### src/cdr_pkg.sv
// shared constants and sequencer state type for the cepstral delta regression block
`default_nettype none

package cdr_pkg;

  // default configuration
  localparam int BANDS_DEF      = 32;
  localparam int DELTA_HALF_DEF = 2;

  // fixed field widths
  localparam int SAMPLE_W    = 16;
  localparam int BAND_W      = 5;
  localparam int FBACK_W     = 3;
  localparam int IN_TDATA_W  = 24;
  localparam int OUT_TDATA_W = 24;

  // output clamp limits
  localparam logic signed [SAMPLE_W-1:0] SAMPLE_MAX = 16'sh7FFF;
  localparam logic signed [SAMPLE_W-1:0] SAMPLE_MIN = 16'sh8000;

  // sequencer states
  typedef enum logic [3:0] {
    ST_IDLE,
    ST_GATHER,
    ST_HI,
    ST_LO,
    ST_ACC,
    ST_DX,
    ST_DQ,
    ST_DR,
    ST_EMIT,
    ST_FIN
  } state_t;

endpackage

`default_nettype wire

### src/cdr_ram.sv
// generic single write port ram with registered read
`default_nettype none

module cdr_ram #(
  parameter int WIDTH = 16,
  parameter int DEPTH = 128
) (
  input  logic                     clk,
  input  logic                     we,
  input  logic [$clog2(DEPTH)-1:0] waddr,
  input  logic [WIDTH-1:0]         wdata,
  input  logic [$clog2(DEPTH)-1:0] raddr,
  output logic [WIDTH-1:0]         rdata
);

  logic [WIDTH-1:0] mem [DEPTH];

  // write port and registered read port
  always_ff @(posedge clk) begin
    if (we) begin
      mem[waddr] <= wdata;
    end
    rdata <= mem[raddr];
  end

endmodule

`default_nettype wire

### src/cdr_mul.sv
// shared signed multiplier with registered product
`default_nettype none

module cdr_mul #(
  parameter int A_W = 24,
  parameter int B_W = 23
) (
  input  logic                        clk,
  input  logic signed [A_W-1:0]       a,
  input  logic signed [B_W-1:0]       b,
  output logic signed [A_W+B_W-1:0]   prod
);

  // one product per cycle, registered
  always_ff @(posedge clk) begin
    prod <= a * b;
  end

endmodule

`default_nettype wire

### src/cepstral_delta_regression.sv
// top level: per-band delta regression over a stored frame history
// Usage: one coefficient word enters on the s_ channel (sample, band, first-frame
// flag in s_tuser, last-frame mark in s_tlast). Each band keeps its last 2N
// samples in a ram, with a per-band write pointer and frame count.
// A word of frame i >= N yields one delta for frame i-N; a last-frame word yields
// the deltas of every frame still owed, oldest first, the final one with m_tlast.
// Words with a band of BANDS or more are taken and dropped.
// Sequencing: a word first reads back its F stored frames (up to 2N, one ram read
// a cycle), then for each of its results makes N multiply-accumulate passes through
// the one shared multiplier, followed by a reciprocal multiply, a back multiply and
// a correction step. s_tready is high only while the sequencer is idle.
// A result sits in the output register until taken; the sequencer stops before
// loading the next one while that register is full and m_tready is low, and accepts no new word meanwhile.
// Reset clears frame counts, pointers and the output valid; no ram sweep.
`default_nettype none

module cepstral_delta_regression #(
  parameter int BANDS      = cdr_pkg::BANDS_DEF,
  parameter int DELTA_HALF = cdr_pkg::DELTA_HALF_DEF
) (
  input  logic                            clk,
  input  logic                            rst,
  input  logic                            s_tvalid,
  output logic                            s_tready,
  input  logic [cdr_pkg::IN_TDATA_W-1:0]  s_tdata,   // sample[15:0], band[20:16], zero pad
  input  logic                            s_tuser,   // first_frame
  input  logic                            s_tlast,   // last_frame
  output logic                            m_tvalid,
  input  logic                            m_tready,
  output logic [cdr_pkg::OUT_TDATA_W-1:0] m_tdata,   // delta[15:0], band_out[20:16],
                                                     // frames_back[23:21]
  output logic                            m_tlast    // last
);

  import cdr_pkg::*;

  localparam int WIN    = 2 * DELTA_HALF;
  localparam int SLOT_W = $clog2(WIN);
  localparam int PW     = $clog2(WIN + 1);
  localparam int FS_W   = PW;
  localparam int KW     = $clog2(DELTA_HALF + 1);
  localparam int EW     = $clog2(2 * WIN + 1);
  localparam int IDX_W  = (BANDS > 1) ? $clog2(BANDS) : 1;
  localparam int EXT_W  = (IDX_W > BAND_W) ? IDX_W : BAND_W;
  localparam int DEPTH  = BANDS * WIN;
  localparam int ADDR_W = $clog2(DEPTH);
  localparam int TRI    = DELTA_HALF * (DELTA_HALF + 1) / 2;
  localparam int NUM_W  = SAMPLE_W + 2 + $clog2(TRI + 1);
  localparam int DEN    = DELTA_HALF * (DELTA_HALF + 1) * (2 * DELTA_HALF + 1) / 3;
  localparam int DV     = 2 * DEN;
  localparam int X_W    = NUM_W + 1;
  localparam int Q_W    = X_W - 1;
  localparam int SH     = X_W;
  localparam int MA_W   = X_W + 1;
  localparam int MB_W   = SH;
  localparam int P_W    = MA_W + MB_W;
  localparam longint RECIP = (longint'(1) << SH) / DV;

  // sequencer state
  state_t state, state_next;

  // per-band control state
  logic [FS_W-1:0]   frames_seen [BANDS];
  logic [SLOT_W-1:0] ptr [BANDS];

  // item registers
  logic signed [SAMPLE_W-1:0] cur;
  logic [BAND_W-1:0]          band_r;
  logic [IDX_W-1:0]           bidx;
  logic                       lastf;
  logic [FS_W-1:0]            fs;
  logic [SLOT_W-1:0]          ptr_cur;
  logic [PW-1:0]              j;
  logic [PW-1:0]              p;
  logic [PW-1:0]              p_end;
  logic [KW-1:0]              k;

  // window of gathered history, newest first
  logic signed [SAMPLE_W-1:0] h [WIN];
  logic                       cap_en;
  logic [SLOT_W-1:0]          cap_j;

  // arithmetic registers
  logic signed [SAMPLE_W-1:0] hv;
  logic signed [NUM_W-1:0]    acc;
  logic                       acc_en;
  logic                       neg;
  logic [X_W-1:0]             xq;
  logic [Q_W-1:0]             q0;
  logic signed [SAMPLE_W-1:0] res;

  // shared multiplier and ram hookup
  logic signed [MA_W-1:0] mul_a;
  logic signed [MB_W-1:0] mul_b;
  logic signed [P_W-1:0]  mprod;
  logic                   ram_we;
  logic [ADDR_W-1:0]      ram_waddr;
  logic [ADDR_W-1:0]      ram_raddr;
  logic [SAMPLE_W-1:0]    ram_rdata;

  // combinational helpers
  logic                       accept;
  logic [SAMPLE_W-1:0]        in_sample;
  logic [BAND_W-1:0]          in_band;
  logic [EXT_W-1:0]           band_ext;
  logic [IDX_W-1:0]           in_idx;
  logic                       in_range;
  logic                       rd_issue;
  logic                       out_free;
  logic                       out_load;
  logic [SLOT_W-1:0]          j_s;
  logic [SLOT_W-1:0]          rslot;
  logic [SLOT_W-1:0]          wslot;
  logic [ADDR_W-1:0]          base;
  logic [PW-1:0]              floor_p;
  logic [PW-1:0]              start_p;
  logic                       has_res;
  logic [FS_W-1:0]            fs_upd;
  logic [EW-1:0]              p_e, k_e, hi_raw, hi_pos, lo_pos, sel_pos, floor_pos, eff_pos;
  logic [EW-1:0]              h_full;
  logic [SLOT_W-1:0]          h_idx;
  logic signed [SAMPLE_W-1:0] win_v;
  logic signed [SAMPLE_W:0]   diff;
  logic [NUM_W-1:0]           acc_mag;
  logic [X_W-1:0]             x_c;
  logic [Q_W-1:0]             q0_c;
  logic [X_W:0]               r_c;
  logic [Q_W-1:0]             q_c;
  logic signed [SAMPLE_W-1:0] res_c;
  logic [PW-1:0]              fb_full;

  // input decode
  assign in_sample = s_tdata[SAMPLE_W-1:0];
  assign in_band   = s_tdata[SAMPLE_W +: BAND_W];
  assign band_ext  = EXT_W'(in_band);
  assign in_idx    = band_ext[IDX_W-1:0];
  assign in_range  = (int'(in_band) < BANDS);
  assign s_tready  = (state == ST_IDLE);
  assign accept    = s_tvalid & s_tready;

  // ram addressing, history j sits at slot ptr - j modulo the window
  assign j_s   = j[SLOT_W-1:0];
  assign rslot = (ptr_cur >= j_s) ? (ptr_cur - j_s) : (ptr_cur + SLOT_W'(WIN) - j_s);
  assign wslot = (ptr_cur == SLOT_W'(WIN - 1)) ? '0 : (ptr_cur + 1'b1);
  assign base      = ADDR_W'(bidx) * ADDR_W'(WIN);
  assign ram_raddr = base + ADDR_W'(rslot);
  assign ram_waddr = base + ADDR_W'(wslot);

  // result range for this word
  assign floor_p = PW'(WIN) - fs;
  assign start_p = (lastf && (floor_p > PW'(DELTA_HALF))) ? floor_p : PW'(DELTA_HALF);
  assign has_res = lastf || (fs >= FS_W'(DELTA_HALF));
  assign fs_upd  = lastf ? '0 : ((fs < FS_W'(WIN)) ? (fs + 1'b1) : FS_W'(WIN));

  // window read: clamp to the window ends, older frames repeat the first one
  assign p_e       = EW'(p);
  assign k_e       = EW'(k);
  assign hi_raw    = p_e + k_e;
  assign hi_pos    = (hi_raw > EW'(WIN)) ? EW'(WIN) : hi_raw;
  assign lo_pos    = (p_e >= k_e) ? (p_e - k_e) : '0;
  assign sel_pos   = (state == ST_HI) ? hi_pos : lo_pos;
  assign floor_pos = EW'(WIN) - EW'(fs);
  assign eff_pos   = (sel_pos < floor_pos) ? floor_pos : sel_pos;
  assign h_full    = EW'(WIN - 1) - eff_pos;
  assign h_idx     = h_full[SLOT_W-1:0];
  assign win_v     = (eff_pos == EW'(WIN)) ? cur : h[h_idx];
  assign diff      = {hv[SAMPLE_W-1], hv} - {win_v[SAMPLE_W-1], win_v};

  // rounding divide by reciprocal multiply and one correction
  assign acc_mag = acc[NUM_W-1] ? (-acc) : acc;
  assign x_c     = {acc_mag, 1'b0} + X_W'(DEN);
  assign q0_c    = mprod[SH +: Q_W];
  assign r_c     = {1'b0, xq} - mprod[X_W:0];
  assign q_c     = q0 + Q_W'(r_c >= (X_W + 1)'(DV));

  // sign and clamp
  always_comb begin
    if (!neg) begin
      res_c = (q_c > Q_W'(32767)) ? SAMPLE_MAX : $signed(q_c[SAMPLE_W-1:0]);
    end else begin
      res_c = (q_c > Q_W'(32768)) ? SAMPLE_MIN : (16'sh0 - $signed(q_c[SAMPLE_W-1:0]));
    end
  end

  // output register handshake
  assign out_free = !m_tvalid || m_tready;
  assign out_load = (state == ST_EMIT) && out_free;
  assign fb_full  = PW'(WIN) - p;

  // next state and unit controls
  always_comb begin
    state_next = state;
    rd_issue   = 1'b0;
    ram_we     = 1'b0;
    mul_a      = '0;
    mul_b      = '0;
    unique case (state)
      ST_IDLE: begin
        if (accept && in_range) begin
          state_next = ST_GATHER;
        end
      end
      ST_GATHER: begin
        if (j < fs) begin
          rd_issue = 1'b1;
        end else if (has_res) begin
          state_next = ST_HI;
        end else begin
          state_next = ST_FIN;
        end
      end
      ST_HI: begin
        state_next = ST_LO;
      end
      ST_LO: begin
        mul_a = {{(MA_W-SAMPLE_W-1){diff[SAMPLE_W]}}, diff};
        mul_b = {{(MB_W-KW){1'b0}}, k};
        state_next = (k == KW'(DELTA_HALF)) ? ST_ACC : ST_HI;
      end
      ST_ACC: begin
        state_next = ST_DX;
      end
      ST_DX: begin
        mul_a = {1'b0, x_c};
        mul_b = MB_W'(RECIP);
        state_next = ST_DQ;
      end
      ST_DQ: begin
        mul_a = {{(MA_W-Q_W){1'b0}}, q0_c};
        mul_b = MB_W'(DV);
        state_next = ST_DR;
      end
      ST_DR: begin
        state_next = ST_EMIT;
      end
      ST_EMIT: begin
        if (out_free) begin
          state_next = (p == p_end) ? ST_FIN : ST_HI;
        end
      end
      ST_FIN: begin
        ram_we     = 1'b1;
        state_next = ST_IDLE;
      end
      default: begin
        state_next = ST_IDLE;
      end
    endcase
  end

  // state register
  always_ff @(posedge clk) begin
    if (rst) begin
      state <= ST_IDLE;
    end else begin
      state <= state_next;
    end
  end

  // control registers: frame counts, pointers, strobes, output valid
  always_ff @(posedge clk) begin
    if (rst) begin
      for (int i = 0; i < BANDS; i++) begin
        frames_seen[i] <= '0;
        ptr[i]         <= '0;
      end
      acc_en   <= 1'b0;
      cap_en   <= 1'b0;
      m_tvalid <= 1'b0;
    end else begin
      acc_en <= (state == ST_LO);
      cap_en <= rd_issue;
      if (out_load) begin
        m_tvalid <= 1'b1;
      end else if (m_tready) begin
        m_tvalid <= 1'b0;
      end
      if (state == ST_FIN) begin
        frames_seen[bidx] <= fs_upd;
        ptr[bidx]         <= wslot;
      end
    end
  end

  // datapath registers
  always_ff @(posedge clk) begin
    cap_j <= j_s;
    if (cap_en) begin
      h[cap_j] <= $signed(ram_rdata);
    end
    if ((state == ST_HI) && (k == KW'(1))) begin
      acc <= '0;
    end else if (acc_en) begin
      acc <= acc + mprod[NUM_W-1:0];
    end
    unique case (state)
      ST_IDLE: begin
        cur     <= $signed(in_sample);
        band_r  <= in_band;
        bidx    <= in_idx;
        lastf   <= s_tlast;
        fs      <= s_tuser ? '0 : frames_seen[in_idx];
        ptr_cur <= ptr[in_idx];
        j       <= '0;
      end
      ST_GATHER: begin
        if (j < fs) begin
          j <= j + 1'b1;
        end else begin
          p     <= start_p;
          p_end <= lastf ? PW'(WIN) : PW'(DELTA_HALF);
          k     <= KW'(1);
        end
      end
      ST_HI: begin
        hv <= win_v;
      end
      ST_LO: begin
        if (k != KW'(DELTA_HALF)) begin
          k <= k + 1'b1;
        end
      end
      ST_DX: begin
        xq  <= x_c;
        neg <= acc[NUM_W-1];
      end
      ST_DQ: begin
        q0 <= q0_c;
      end
      ST_DR: begin
        res <= res_c;
      end
      ST_EMIT: begin
        if (out_free) begin
          m_tdata <= {FBACK_W'(fb_full), band_r, res};
          m_tlast <= (p == p_end);
          p       <= p + 1'b1;
          k       <= KW'(1);
        end
      end
      default: begin
      end
    endcase
  end

  // shared multiplier
  cdr_mul #(
    .A_W (MA_W),
    .B_W (MB_W)
  ) u_mul (
    .clk  (clk),
    .a    (mul_a),
    .b    (mul_b),
    .prod (mprod)
  );

  // per-band sample history
  cdr_ram #(
    .WIDTH (SAMPLE_W),
    .DEPTH (DEPTH)
  ) u_hist (
    .clk   (clk),
    .we    (ram_we),
    .waddr (ram_waddr),
    .wdata (cur),
    .raddr (ram_raddr),
    .rdata (ram_rdata)
  );

endmodule

`default_nettype wire

### config.mk
export PLATFORM = sky130hd
export DESIGN_NAME = cepstral_delta_regression
export DESIGN_NICKNAME = d
export VERILOG_FILES = /design/src/cdr_pkg.sv /design/src/cdr_ram.sv /design/src/cdr_mul.sv /design/src/cepstral_delta_regression.sv
export SDC_FILE = /design/constraint.sdc
export NUM_CORES = 2
export LEC_CHECK = 0
export BUFFER_PORTS_ARGS = -buffer_cell sky130_fd_sc_hd__clkbuf_2
export CAP_MARGIN = 30
export CORE_UTILIZATION = 50
export CTS_CLUSTER_SIZE = 40
export DETAILED_ROUTE_END_ITERATION = 16
export PLACE_DENSITY_LB_ADDON = 0.05
export SLEW_MARGIN = 0
export SYNTH_ARGS = -nofsm -noshare
export SYNTH_HDL_FRONTEND = slang
export SYNTH_SLANG_ARGS = --single-unit
### constraint.sdc
create_clock -name clk -period 15.57 [get_ports clk]
set_input_delay 3.114 -clock clk [delete_from_list [all_inputs] [get_ports clk]]
set_output_delay 3.114 -clock clk [all_outputs]
set_load 0.005 [all_outputs]
==> impl_metrics.json <==
{
  "outcome": "finished, final reports clean",
  "cp.required_ns": 16.32,
  "cts_resized": 0,
  "critPathBufInv": 12,
  "grt_max_degree": 116,
  "avgSynthCellArea_sq_um": 18.45,
  "clock_sinks": 2491,
  "rows": 170,
  "coreArea_sq_um": 215000,
  "dr.pass1.iters": 6,
  "grt_pass1_vias": 56320,
  "cts_hold_buf": 0,
  "synth-seq-cells": 2491,
  "fin_crit_ns": 12.73,
  "syn2layout_area_growth_pct": 12.66,
  "dieArea_sq_um": 218500,
  "reg2reg_depth": 48,
  "avgViaCountPerCell": 5.931,
  "grt_pass1_wl_mm": 392.7,
  "dpl.hpwl_mm": 166.6,
  "fin_area_sq_um": 122100,
  "path_clk_slew_ns": 0.05,
  "ys.flop_type": "edfxtp_1",
  "track_usage_pct": 25.11,
  "fillers": 16280,
  "drt_iter0_markers": 5651,
  "cts_tree": "yes",
  "ys_seq_area_share_pct": 68.26,
  "endpoint": "u_mul.prod[38]",
  "antenna_found_initial": 9,
  "postCtsSetupRepairBufs": 0,
  "total_power_mw": 24.66,
  "ant_nets": 0,
  "criticalPathCategory": "reg2reg",
  "synthCells": 5871,
  "drt_wl_total_mm": 269.2,
  "h-tree-depth": 5,
  "final_cell_mix": "edfxtp_1 (2406), mux4_2 (690), inv_1 (387), nor2_1 (348), clkbuf_16 (287)",
  "max-slew-margin-rel_pct": 26.49,
  "place_area_sq_um": 113600,
  "num_vias": 54900,
  "fin_worst_skew_ns": 0.08510,
  "crit_path_start_kind": "register",
  "fin_tns_setup_ns": 0,
  "nets": 6690,
  "async_reset_ff_share_pct": 0,
  "cp_max_fo": 47,
  "crit_family": "adder cells",
  "setup_violations": 0,
  "synth.largest_area_cell": "edfxtp_1",
  "die_y_microns": 467.5,
  "r2r-end": "u_mul.prod[38]",
  "crit_path_top_delay_cell": "edfxtp_1",
  "critPathCaptureType": "register",
  "numPortBuffers": 53,
  "clock_path_buffers": 4,
  "place_congestion": 0.8401,
  "r2r-start": "k[1]",
  "cts_root_buffer": "clkbuf_16",
  "final_common_cell": "edfxtp_1",
  "leakage_nw": 41.59,
  "ys_warn_count": 0,
  "die_x_microns": 467.5,
  "min_path_type": "reg2reg",
  "grt_overflow": 0,
  "layout-drive-gt1-share_pct": 23.68,
  "drv_cap": 0,
  "synth_edf_count": 2406,
  "initial_core_util_pct": 50.38,
  "synth_cell_types": 88,
  "max_freq_ghz": 0.07853,
  "clk_latency_ns": 0.93,
  "drv_slew": 0,
  "tightest_slew_ns": 1.103,
  "powerDensity_nw_per_um2": 202.0,
  "crit_top_cell": "inv_1",
  "syn_area_sq_um": 108300,
  "cts_inserted_buffers": 279,
  "irDropWorstVdd_v": 0.0002954,
  "period_share_pct": 81.79,
  "r2r_slack_ns": 2.84,
  "ys_top_cells_by_area": "edfxtp_1 (67%), mux4_2 (14%), fa_1 (4.0%)",
  "ios": 57,
  "rsz0062_at_grt": "false",
  "slowest_delay_ns": 0.65,
  "route.detailed.drc": 0,
  "cp.depth": 48,
  "yosysTopAreaCellShare_pct": 66.69,
  "wire_per_inst_microns": 29.09,
  "worstPathArrival_ns": 13.48,
  "finalHoldViolCount": 0,
  "critPathLaunch": "k[1]"
}
worst min-delay path by stage:
stage,startpoint,endpoint,slack (ns),depth (start not counted)
finish,res[1],m_tdata[1],0.41,0
global route,res[7],m_tdata[7],0.43,0
CTS,res[1],m_tdata[1],0.41,0
detailed placement,res[3],m_tdata[3],0.41,0
global placement,res[0],m_tdata[0],0.40,0
floorplan,u_mul.prod[31],q0[10],0.40,0
sequential cells by signal, summed over array words and instances (netlist names), 5 cells and up:
name / flops
acc: 20
bidx: 5
cur: 16
frames_seen: 96
h: 64
hv: 16
m_tdata: 24
ptr: 64
q0: 19
res: 16
u_hist.mem: 2048
u_hist.rdata: 16
u_mul.prod: 40
xq: 20
final cells by class:
cell class	instances	area, sq um	share of cell area, %
flip-flops and latches	2491	73950	60.59
multi-input cells	2763	32430	26.57
clock buffers	359	7472	6.122
well taps	2838	3551	2.909
repair buffers	299	2332	1.911
inverters	390	1471	1.206
clock inverters	113	837.1	0.6858
diodes	2	5.005	0.004101
layer usage:
| metal | up-vias | wire [microns] | track usage [%] |
|---|---|---|---|
| met1 | 29020 | 112300 | 34.77 |
| met5 | - | 18 | 0 |
| met3 | 430 | 16880 | 4.177 |
| li1 | 23720 | - | - |
| met4 | 2 | 8243 | 7.541 |
| met2 | 1725 | 131800 | 41.07 |
power breakdown:
part	leakage, nW	switching (mW)	internal, mW	total [mW]
Combinational	15.0	5.79	4.46	10.3
Sequential	22.6	0.144	8.17	8.31
Clock	4.05	2.55	3.54	6.09
metrics by stage:
stage / util [%] / std cells / setup WS [ns] / hold slack (ns)
finish: 56.76 / 9255 / 2.836 / 0.4069
global route: 56.75 / 9254 / 1.918 / 0.4272
CTS: 56.70 / 9246 / 2.665 / 0.4087
detailed placement: 52.84 / 8774 / 2.687 / 0.4054
global placement: 52.74 / 8758 / 2.894 / 0.4035
floorplan: - / 5893 / 3.214 / 0.4000
cells in the mapped netlist (all sizes together), types with 75 or more instances:
cell	instances
dfxtp	85
edfxtp	2406
clkbuf	192
fa	216
nand2	206
xnor2	88
ha	220
nor2	446
mux4	690
a21oi	83
inv	388
o21ai	75
cells by family after synthesis:
| family | synth area share, % |
|---|---|
| XOR/XNOR | 1.059 |
| AND/OR/NAND/NOR | 4.088 |
| flip-flops | 68.26 |
| buffers and inverters | 2.243 |
| other | 0.006932 |
| multiplexers | 15.16 |
| AO/OA/AOI/OAI | 2.654 |
| adder cells (fa/ha/maj) | 6.532 |
No activity file was read; power rests on OpenSTA's default activity.
